File: src/cdcs_pkg.sv
// Shared types and constants of the coil driver channel sequencer.
package cdcs_pkg;

	localparam int LimitWidth  = 16;
	localparam int CfgIdxWidth = 4;

	localparam logic [LimitWidth-1:0] InitResReset = 16'd10;
	localparam logic [LimitWidth-1:0] InitRegReset = 16'd100;
	localparam logic [LimitWidth-1:0] TermRegReset = 16'd1000;
	localparam logic [LimitWidth-1:0] TermResReset = 16'd300;

	typedef enum logic [2:0] {
		ST_READY    = 3'd0,
		ST_BUCK     = 3'd1,
		ST_INIT_RES = 3'd2,
		ST_RUN_RES  = 3'd3,
		ST_INIT_REG = 3'd4,
		ST_RUN_REG  = 3'd5,
		ST_TERM_REG = 3'd6,
		ST_TERM_RES = 3'd7
	} mode_t;

	typedef enum logic [CfgIdxWidth-1:0] {
		CFG_INIT_RES = 4'd0,
		CFG_INIT_REG = 4'd1,
		CFG_TERM_REG = 4'd2,
		CFG_TERM_RES = 4'd3
	} cfg_idx_t;

	typedef struct packed {
		logic req_enable_buck;
		logic req_run_resonant;
		logic req_run_regular;
		logic req_stop;
	} req_t;

	typedef struct packed {
		logic [2:0] state_code;
		logic       buck_enable;
		logic       bridge_enable;
		logic       resonant_enable;
		logic       bridge_half_duty;
		logic       clear_setpoints;
		logic       reset_filter;
		logic       reset_controllers;
		logic       configure_bridge;
		logic       restore_default_frequency;
	} res_t;

	typedef struct packed {
		logic [LimitWidth-1:0] res_init;
		logic [LimitWidth-1:0] reg_init;
		logic [LimitWidth-1:0] term_reg;
		logic [LimitWidth-1:0] term_res;
	} limits_t;

endpackage

File: src/cdcs_if.sv
// Handshake channels of the sequencer: request items, result items, config writes.
interface cdcs_req_if import cdcs_pkg::*; ();
	logic valid;
	logic ready;
	req_t data;
	modport source(output valid, output data, input ready);
	modport sink(input valid, input data, output ready);
endinterface

interface cdcs_res_if import cdcs_pkg::*; ();
	logic valid;
	logic ready;
	res_t data;
	modport source(output valid, output data, input ready);
	modport sink(input valid, input data, output ready);
endinterface

interface cdcs_cfg_if import cdcs_pkg::*; ();
	logic                   valid;
	logic                   ready;
	logic [CfgIdxWidth-1:0] index;
	logic [LimitWidth-1:0]  value;
	modport source(output valid, output index, output value, input ready);
	modport sink(input valid, input index, input value, output ready);
endinterface

File: src/coil_driver_channel_sequencer_unit.sv
// Top level of the coil driver channel sequencer.
//
// One request item per control tick; the block answers each with one result
// item carrying the state code after the tick, the buck, bridge and resonant
// line levels and one-tick action pulses. Throughput is one item per clock
// unless res stalls; the state registers and the next-state logic sit in
// front of a single result register, and req.ready stays high as long as the
// result register is empty or is being emptied in the same cycle. The four
// dwell limits reset to 10, 100, 1000 and 300 ticks and are written through
// the cfg channel (always ready, index 0..3, other indexes ignored); a write
// is seen by the next item. The dwell counter is COUNT_WIDTH bits and
// saturates; a timed state whose limit the counter cannot reach is left once
// the counter is full. In buck enabled stop beats run resonant, which beats
// run regular; ready acts only on enable buck and the run states only on stop.
module coil_driver_channel_sequencer_unit import cdcs_pkg::*; #(
	parameter int COUNT_WIDTH = 16
) (
	input logic        clk,
	input logic        arst_n,
	cdcs_req_if.sink   req,
	cdcs_res_if.source res,
	cdcs_cfg_if.sink   cfg
);

	limits_t limits;
	res_t    step_res;
	logic    step;

	assign cfg.ready = 1'b1;

	cdcs_cfg_regs u_cfg_regs (
		.clk      (clk),
		.arst_n   (arst_n),
		.wr_en    (cfg.valid),
		.wr_index (cfg.index),
		.wr_value (cfg.value),
		.limits   (limits)
	);

	// state advances only on an accepted item
	assign step = req.valid && req.ready;

	cdcs_seq_core #(
		.COUNT_WIDTH (COUNT_WIDTH)
	) u_seq_core (
		.clk    (clk),
		.arst_n (arst_n),
		.step   (step),
		.req    (req.data),
		.limits (limits),
		.res    (step_res)
	);

	cdcs_result_reg u_result_reg (
		.clk        (clk),
		.arst_n     (arst_n),
		.load       (step),
		.load_data  (step_res),
		.load_ready (req.ready),
		.out_valid  (res.valid),
		.out_ready  (res.ready),
		.out_data   (res.data)
	);

endmodule

File: src/cdcs_cfg_regs.sv
// Dwell limit registers written through the config channel.
module cdcs_cfg_regs import cdcs_pkg::*; (
	input  logic                   clk,
	input  logic                   arst_n,
	input  logic                   wr_en,
	input  logic [CfgIdxWidth-1:0] wr_index,
	input  logic [LimitWidth-1:0]  wr_value,
	output limits_t                limits
);

	limits_t limits_q;

	always_ff @(posedge clk or negedge arst_n) begin
		if (!arst_n) begin
			limits_q.res_init <= InitResReset;
			limits_q.reg_init <= InitRegReset;
			limits_q.term_reg <= TermRegReset;
			limits_q.term_res <= TermResReset;
		end else if (wr_en) begin
			unique case (cfg_idx_t'(wr_index))
				CFG_INIT_RES: limits_q.res_init <= wr_value;
				CFG_INIT_REG: limits_q.reg_init <= wr_value;
				CFG_TERM_REG: limits_q.term_reg <= wr_value;
				CFG_TERM_RES: limits_q.term_res <= wr_value;
				default: ;  // unmapped index, write dropped
			endcase
		end
	end

	assign limits = limits_q;

endmodule

File: src/cdcs_seq_core.sv
// Channel state machine: mode, dwell counter and enable line levels.
module cdcs_seq_core import cdcs_pkg::*; #(
	parameter int COUNT_WIDTH = 16
) (
	input  logic    clk,
	input  logic    arst_n,
	input  logic    step,
	input  req_t    req,
	input  limits_t limits,
	output res_t    res
);

	localparam int CmpWidth = (COUNT_WIDTH > LimitWidth) ? COUNT_WIDTH : LimitWidth;

	mode_t                  mode_q, mode_d;
	logic [COUNT_WIDTH-1:0] dwell_q, dwell_d;
	logic                   buck_q, buck_d;
	logic                   bridge_q, bridge_d;
	logic                   reson_q, reson_d;

	logic [LimitWidth-1:0] cur_limit;
	logic                  waiting;
	logic                  to_ready;

	always_ff @(posedge clk or negedge arst_n) begin
		if (!arst_n) begin
			mode_q   <= ST_READY;
			dwell_q  <= '0;
			buck_q   <= 1'b0;
			bridge_q <= 1'b0;
			reson_q  <= 1'b0;
		end else if (step) begin
			mode_q   <= mode_d;
			dwell_q  <= dwell_d;
			buck_q   <= buck_d;
			bridge_q <= bridge_d;
			reson_q  <= reson_d;
		end
	end

	// limit of the current timed state; don't care elsewhere
	always_comb begin
		case (mode_q)
			ST_INIT_RES: cur_limit = limits.res_init;
			ST_INIT_REG: cur_limit = limits.reg_init;
			ST_TERM_REG: cur_limit = limits.term_reg;
			default:     cur_limit = limits.term_res;
		endcase
	end

	// stay while below limit and counter not saturated
	assign waiting = (CmpWidth'(dwell_q) < CmpWidth'(cur_limit)) && !(&dwell_q);

	always_comb begin
		mode_d   = mode_q;
		dwell_d  = dwell_q;
		buck_d   = buck_q;
		bridge_d = bridge_q;
		reson_d  = reson_q;
		to_ready = 1'b0;
		res      = '0;

		unique case (mode_q)
			ST_READY: begin
				if (req.req_enable_buck) begin
					buck_d           = 1'b1;
					bridge_d         = 1'b0;
					res.reset_filter = 1'b1;
					mode_d           = ST_BUCK;
				end
			end
			ST_BUCK: begin
				if (req.req_stop) begin
					to_ready = 1'b1;
				end else if (req.req_run_resonant) begin
					dwell_d  = '0;
					buck_d   = 1'b1;
					bridge_d = 1'b0;
					mode_d   = ST_INIT_RES;
				end else if (req.req_run_regular) begin
					dwell_d = '0;
					reson_d = 1'b1;
					mode_d  = ST_INIT_REG;
				end
			end
			ST_INIT_RES: begin
				if (waiting) begin
					dwell_d = dwell_q + 1'b1;
				end else begin
					reson_d               = 1'b1;
					buck_d                = 1'b1;
					bridge_d              = 1'b1;
					res.configure_bridge  = 1'b1;
					res.reset_controllers = 1'b1;
					mode_d                = ST_RUN_RES;
				end
			end
			ST_RUN_RES: begin
				if (req.req_stop) begin
					res.bridge_half_duty = 1'b1;
					dwell_d              = '0;
					mode_d               = ST_TERM_RES;
				end
			end
			ST_INIT_REG: begin
				if (waiting) begin
					dwell_d = dwell_q + 1'b1;
				end else begin
					bridge_d             = 1'b1;
					res.configure_bridge = 1'b1;
					mode_d               = ST_RUN_REG;
				end
			end
			ST_RUN_REG: begin
				if (req.req_stop) begin
					bridge_d = 1'b0;
					dwell_d  = '0;
					mode_d   = ST_TERM_REG;
				end
			end
			ST_TERM_REG: begin
				if (waiting) begin
					dwell_d = dwell_q + 1'b1;
				end else begin
					reson_d                       = 1'b0;
					res.restore_default_frequency = 1'b1;
					to_ready                      = 1'b1;
				end
			end
			ST_TERM_RES: begin
				// resonant line stays as is
				if (waiting) begin
					dwell_d = dwell_q + 1'b1;
				end else begin
					bridge_d = 1'b0;
					to_ready = 1'b1;
				end
			end
			default: ;
		endcase

		if (to_ready) begin
			buck_d              = 1'b0;
			bridge_d            = 1'b0;
			res.clear_setpoints = 1'b1;
			mode_d              = ST_READY;
		end

		res.state_code      = mode_d;
		res.buck_enable     = buck_d;
		res.bridge_enable   = bridge_d;
		res.resonant_enable = reson_d;
	end

endmodule

File: src/cdcs_result_reg.sv
// Result register; lets the next item in while the current result is taken.
module cdcs_result_reg import cdcs_pkg::*; (
	input  logic clk,
	input  logic arst_n,
	input  logic load,
	input  res_t load_data,
	output logic load_ready,
	output logic out_valid,
	input  logic out_ready,
	output res_t out_data
);

	logic valid_q;
	res_t data_q;

	always_ff @(posedge clk or negedge arst_n) begin
		if (!arst_n) begin
			valid_q <= 1'b0;
		end else if (load) begin
			valid_q <= 1'b1;
		end else if (out_ready) begin
			valid_q <= 1'b0;
		end
	end

	always_ff @(posedge clk) begin
		if (load) begin
			data_q <= load_data;
		end
	end

	assign load_ready = !valid_q || out_ready;
	assign out_valid  = valid_q;
	assign out_data   = data_q;

endmodule
File: src/flat_wrapper.sv
// flat-port wrapper written by rule: the top's interface ports become plain ports
module coil_driver_channel_sequencer_unit_flat import cdcs_pkg::*;
#(
	parameter int COUNT_WIDTH = 16
)
  (clk, arst_n, req_valid, req_data, req_ready, res_valid, res_data, res_ready, cfg_valid, cfg_index, cfg_value, cfg_ready);
  cdcs_req_if req_i ();
  cdcs_res_if res_i ();
  cdcs_cfg_if cfg_i ();
  input logic clk;
  input logic arst_n;
  input wire logic [$bits(req_i.valid)-1:0] req_valid;
  input wire logic [$bits(req_i.data)-1:0] req_data;
  output wire logic [$bits(req_i.ready)-1:0] req_ready;
  output wire logic [$bits(res_i.valid)-1:0] res_valid;
  output wire logic [$bits(res_i.data)-1:0] res_data;
  input wire logic [$bits(res_i.ready)-1:0] res_ready;
  input wire logic [$bits(cfg_i.valid)-1:0] cfg_valid;
  input wire logic [$bits(cfg_i.index)-1:0] cfg_index;
  input wire logic [$bits(cfg_i.value)-1:0] cfg_value;
  output wire logic [$bits(cfg_i.ready)-1:0] cfg_ready;
  assign req_i.valid = req_valid;
  assign req_i.data = req_data;
  assign req_ready = req_i.ready;
  assign res_valid = res_i.valid;
  assign res_data = res_i.data;
  assign res_i.ready = res_ready;
  assign cfg_i.valid = cfg_valid;
  assign cfg_i.index = cfg_index;
  assign cfg_i.value = cfg_value;
  assign cfg_ready = cfg_i.ready;
  coil_driver_channel_sequencer_unit #(.COUNT_WIDTH(COUNT_WIDTH)) u_core (.clk(clk), .arst_n(arst_n), .req(req_i), .res(res_i), .cfg(cfg_i));
endmodule
File: config.mk
export PLATFORM = sky130hd
export DESIGN_NAME = coil_driver_channel_sequencer_unit_flat
export DESIGN_NICKNAME = d
export VERILOG_FILES = /design/src/cdcs_pkg.sv /design/src/cdcs_if.sv /design/src/coil_driver_channel_sequencer_unit.sv /design/src/cdcs_cfg_regs.sv /design/src/cdcs_seq_core.sv /design/src/cdcs_result_reg.sv /design/src/flat_wrapper.sv
export SDC_FILE = /design/constraint.sdc
export NUM_CORES = 1
export LEC_CHECK = 0
export BUFFER_PORTS_ARGS = -buffer_cell sky130_fd_sc_hd__buf_2
export CORE_UTILIZATION = 50
export CTS_CLUSTER_SIZE = 25
export DETAILED_ROUTE_END_ITERATION = 7
export GPL_TIMING_DRIVEN = 0
export MAX_ROUTING_LAYER = met4
export PLACE_DENSITY = 0.69
export SYNTH_ARGS = -nofsm -noshare
export SYNTH_HDL_FRONTEND = slang
export SYNTH_SLANG_ARGS = --single-unit
File: constraint.sdc
create_clock -name clk -period 8.01 [get_ports clk]
set_clock_uncertainty 0.2 [all_clocks]
set_input_delay 1.2015 -clock clk [delete_from_list [all_inputs] [get_ports clk]]
set_output_delay 1.2015 -clock clk [all_outputs]
set_load 0.005 [all_outputs]
# --- Word-level counts from Yosys, hierarchy flattened ---
# Cells that the tools add are included.
word_totals:
  ff_bits: 99
  latchBits: 0
  mem_bits_rw: 0
  mem_bits_ro: 0
  input_bits: 29
  out_inout_bits: 15
  elab_cells: 101
  mem_count: 0
op_classes:
  addsub: 1
  n_mul: 0
  n_div: 0
  n_lt_le_gt_ge: 1
  eq_ne: 14
  shift: 0
  muxes: 46
  bitwise: 0
  n_reduce_logical: 19
ops:
  columns: ["operator", "n"]
  rows:
  - ["one-hot mux 16 bit (3 select lines)", 2]
  - ["2-to-1 mux 16 bit", 5]
  - ["2-to-1 mux 3 bit", 9]
  - ["2-to-1 mux 1 bit", 23]
  - ["one-hot mux 3 bit (6 select lines)", 1]
  - ["adder 16 x 1 -> 16 bit, second input constant", 1]
  - ["less-than comparator 16 bit", 1]
  - ["AND reduction 16 bit", 1]
  - ["equality test 3 bit, second input constant", 4]
  - ["equality test 4 x 2 -> 1 bit, second input constant", 2]
  - ["AND reduction 2 bit", 4]
  - ["equality test 3 x 2 -> 1 bit, second input constant", 2]
  - ["one-hot mux 1 bit (3 select lines)", 2]
  - ["AND reduction 6 bit", 1]
  - ["OR reduction 2 bit", 3]
  - ["one-hot mux 1 bit (5 select lines)", 1]
  - ["equality test 4 x 1 -> 1 bit, second input constant", 1]
  - ["logical NOT 4 bit", 1]
  - ["!= test 2 x 1 -> 1 bit, second input constant", 2]
  - ["one-hot mux 1 bit (2 select lines)", 2]
  - ["OR reduction 4 bit", 1]
  - ["equality test 3 x 1 -> 1 bit, second input constant", 1]
  - ["logical NOT 3 bit", 1]
  - ["!= test 3 bit, second input constant", 1]
  - ["other kinds (7)", 9]

# --- Longest topological paths before layout ---
depth:
  word_depth: 7
  ltp_mapped: 15
  mapped_depth_nobuf: 11

# --- Hierarchy ---
# A second synthesis with hierarchy kept.
hier_totals:
  cells_unflattened: 464
  hier_area_um2: 5277.6
modules_own_cells:
  columns: ["mod", "n_inst", "cells_per_inst", "area_per_inst_um2", "seq_area_each_um2"]
  rows:
  - ["cdcs_cfg_regs", 1, 139, 2469.9, 1620.3]
  - ["cdcs_seq_core", 1, 307, 2382.3, 550.5]
  - ["cdcs_result_reg", 1, 15, 407.9, 385.4]
  - ["coil_driver_channel_sequencer_unit", 1, 3, 17.5, 0.0]

# --- Worst setup path after synthesis ---
# OpenSTA, ideal clock, no wires.
synth_path:
  path_type: "reg-to-reg"
  from: "register u_core.u_seq_core.mode_q[1]"
  to: "register u_core.u_result_reg.data_q (netlist bit u_core.u_result_reg.out_data[10]), data pin"
  setup_ns: 0.265
  arrival_time_ns: 3.346
  required_time_ns: 7.545
  setup_slack_ns: 4.199
  stages_incl_launch_ff: 16
  n_path_buf: 4
  period_less_slack_ns: 3.811
  cell_sequence: "dfrtp_1 clkbuf_1 buf_1 buf_2 mux2i_1 a21oi_1 o21ai_0 ha_1 nand2_1 o21ai_1 a41oi_1 nor4_4 nor2_1 buf_4 o22ai_2 nor2_1"
synth_lines:
  columns: ["element", "line", "source"]
  rows:
  - ["from (decl)", "cdcs_seq_core.sv:15", "mode_t mode_q, mode_d;"]
  - ["from (signal assigned)", "cdcs_seq_core.sv:33", "mode_q <= mode_d;"]
  - ["to (signal assigned)", "cdcs_result_reg.sv:28", "data_q <= load_data;"]
  - ["to (decl)", "cdcs_result_reg.sv:14", "res_t data_q;"]

==> metrics.md <==
| Metric | Value |
|---|---|
| Status | `completed` |
| Yosys reg bits | `99` |
| CP Capture Type | `flop` |
| Max Used Layer | `met4` |
| Largest net degree at the start of global routing | `59` |
| Slew Viols, Final | `0` |
| Dpl cell area | `0.00567 mm²` |
| Hold-fix buffers at CTS | `0` |
| Hold Path Class | `reg -> reg` |
| WP data required | `7.94 ns` |
| Pint | `1.14 mW` |
| Final WL | `11.4 mm` |
| Critical path class | `reg -> reg` |
| Crit start category | `flop` |
| Share of cells above drive strength 1 | `0.294` |
| Area Growth Syn to Fin | `12.2%` |
| Tcrit/Tclk final | `0.598` |
| CTS Buf Count | `9` |
| M1 WL | `5.41 mm` |
| Synth cell types | `54` |
| First-pass GRT wire length | `19.3 mm` |
| Diodes inserted | `0` |
| Minimum clock period | `4.79 ns` |
| Final instance area | `0.00589 mm²` |
| Vias in the first global route | `3837` |
| RSZ-0062 raised after global routing | `false` |
| Clk_lat worst skew | `0.38 ns` |
| CORE AREA | `0.0103 mm²` |
| Via density | `5.67` |
| Final setup viols | `0` |
| Reg clk slew, reported paths | `0.10 ns` |
| CTS tree | `built` |
| Number of core rows | `37` |
| Fill cell count | `922` |
| Clk buf depth | `2` |
| Number of synthesized flops with an enable pin | `12` |
| Post-synthesis cell count | `469` |
| Die Span Y | `105 µm` |
| PwrDens | `308 mW/mm²` |
| Met3 wire length | `350 µm` |
| Top cells by area, synth | `dfrtp_1 34%, mux2_2 14%, dfstp_2 7.5%, edfxtp_1 6.9%, ha_1 3.8%` |
| Setup ws final | `3.22 ns` |
| Die ar. | `0.0109 mm²` |
| H-tree levels | `3` |
| Setup TNS after final layout | `0 ns` |
| Initial antenna violation count | `0` |
| Final hold viol count | `0` |
| Peak Freq | `0.209 GHz` |
| Sw Share | `0.371` |
| Most numerous cell in the Yosys netlist | `dfrtp_1` |
| CTS root buf | `clkbuf_8` |
| Grt total ovfl | `0` |
| Worst Path Arrival | `4.72 ns` |
| Fin cells | `664` |
| Syn_nets | `514` |
| Post-DP HPWL | `8.24 mm` |
| Area leader, netlist | `dfrtp_1` |
| Worst-Margin Slew | `1.32 ns` |
| Routed Antenna Nets | `0` |
| Register area | `0.00256 mm²` |
| Number of post-CTS setup repair buffers | `0` |
| Ports | `44` |
| Detailed Routing Iterations Pass 1 | `4` |
| DRT iter0 DRCs | `167` |
| Async SR Flop Fraction | `0.879` |
| DR vias | `3768` |
| TritonCTS Sinks | `99` |
| RD Place Congestion | `0.830` |
| Synthesized area | `0.00526 mm²` |
| # DRC | `0` |
| Max_cap viols | `0` |
| Net load switching power | `0.675 mW` |
| Nets | `568` |
| Yosys warning count | `0` |
| CP max FO | `10` |
| Leakage | `2.53 nW` |
| Placed insts | `648` |
| Post-synth top cells | `72 x dfrtp_1, 66 x mux2_2, 34 x a21oi_1` |
| Relative slew slack | `0.111` |
| # port buffers | `42` |
| Syn avg cell area | `11.2 µm²` |
| Clock power frac | `0.196` |
| Post-synth top area share | `0.343` |
| Setup WS pre-CTS | `3.25 ns` |
| Maximum vdd drop | `0.000149 V` |
| Tot GR Track Use | `0.232` |
| Comb pwr share | `0.418` |
| Starting Density | `0.511` |
| Die W | `105 µm` |
| Sequential area share after synthesis | `0.486` |
| Post-CTS Resized | `0` |
| Seq pwr share | `0.386` |
| Post-synth top flop | `dfrtp_1` |
| Multi-input gate area in the final layout | `0.00257 mm²` |
| DR WL/cell | `17.2 µm` |
| Metal2 WL | `5.54 mm` |
stage by stage:
stage,hold WS [ns],utilization,power [mW]
after global routing,0.335,0.574,1.95
after detailed placement,0.285,0.551,1.47
after global placement,0.266,0.548,1.44
final,0.304,0.574,1.82
after floorplan,0.249,-,1.25
after CTS,0.307,0.574,1.83
power groups by stage:
stage               Combinational, mW  Clock, mW  Sequential (mW)
global route                    0.845      0.390            0.715
global placement                0.733          0            0.704
finish                          0.760      0.357            0.701
CTS                             0.760      0.365            0.700
floorplan                       0.562          0            0.692
detailed placement              0.757          0            0.710
cells by family after synthesis:
| kind of cell | count (synthesis) | synth area share |
|---|---|---|
| AO/OA/AOI/OAI | 95 | 0.117 |
| XOR/XNOR | 12 | 0.0200 |
| adder cells (fa/ha/maj) | 16 | 0.0381 |
| buffers and inverters | 30 | 0.0250 |
| flip-flops | 99 | 0.486 |
| multiplexers | 84 | 0.176 |
| other | 1 | 0.000714 |
| AND/OR/NAND/NOR | 132 | 0.137 |
cells in the final DEF, fill, tap and decap left out, types with 4 or more instances in the layout:
cell type,count
xnor2_1,11
o21ai_0,24
nor2_1,31
nand2_1,22
buf_2,44
a21oi_1,34
clkbuf_1,19
nor3_1,16
ha_1,16
edfxtp_1,12
nand3_1,9
mux2_2,66
nor2b_1,20
nand2b_1,9
nand4_1,4
dfrtp_1,72
and3_1,4
dfstp_2,15
o22a_1,15
clkbuf_8,10
mux2i_1,18
layout make-up:
| type | instances | area share |
|---|---|---|
| Clock inverter | 5 | 0.0113 |
| Timing Repair Buffer | 43 | 0.0408 |
| Tap cell | 136 | 0.0289 |
| Inverter | 4 | 0.00255 |
| Clock buffer | 11 | 0.0276 |
| Multi-Input combinational cell | 340 | 0.436 |
| Buffer | 26 | 0.0197 |
| Sequential cell | 99 | 0.434 |
worst max-delay path, stage by stage, from the launching register on:
cell and delay, ns:
dfrtp_1 0.45, clkbuf_1 0.40, nand2b_1 0.16, clkbuf_1 0.45, clkbuf_1 0.51, o22a_1 0.20, o21ai_0 0.09, ha_1 0.35
nand2_1 0.06, o21ai_1 0.27, a41oi_1 0.12, nor4_4 0.52, nor2_1 0.16, buf_4 0.21, o22ai_2 0.30, nor2_1 0.10
sequential cells by signal, summed over array words and instances, names as in the netlist:
register / count
u_core.u_seq_core.reson_q: 1
u_core.u_seq_core.buck_q: 1
u_core.u_cfg_regs.limits: 64
u_core.u_seq_core.bridge_q: 1
u_core.u_seq_core.mode_q: 3
u_core.u_result_reg.out_valid: 1
u_core.u_result_reg.out_data: 12
u_core.u_seq_core.dwell_q: 16
layer usage:
| layer | global-route usage | vias up |
|---|---|---|
| met5 | - | - |
| met4 | 0.0602 | 0 |
| met3 | 0.0382 | 9 |
| met2 | 0.376 | 64 |
| met1 | 0.303 | 1884 |
| li1 | - | 1811 |
final timing paths:
kind	startpoint	endpoint	slack, ns	depth (start not counted)
worst max-delay path	u_core.u_seq_core.mode_q[0]$_DFFE_PN0P_	u_core.u_result_reg.out_data[10]$_DFFE_PP_	3.22	15
worst min-delay path	u_core.u_seq_core.bridge_q$_DFFE_PN0P_	u_core.u_seq_core.bridge_q$_DFFE_PN0P_	0.30	2
worst max register to register	u_core.u_seq_core.mode_q[0]$_DFFE_PN0P_	u_core.u_result_reg.out_data[10]$_DFFE_PP_	3.22	15
worst min register to register	u_core.u_seq_core.bridge_q$_DFFE_PN0P_	u_core.u_seq_core.bridge_q$_DFFE_PN0P_	0.30	2
max in group asynchronous	arst_n	u_core.u_cfg_regs.limits[25]$_DFFE_PN1P_	6.39	2
min in group asynchronous	arst_n	u_core.u_seq_core.bridge_q$_DFFE_PN0P_	0.56	1
Note: power is estimated with default switching activity, not from simulation.
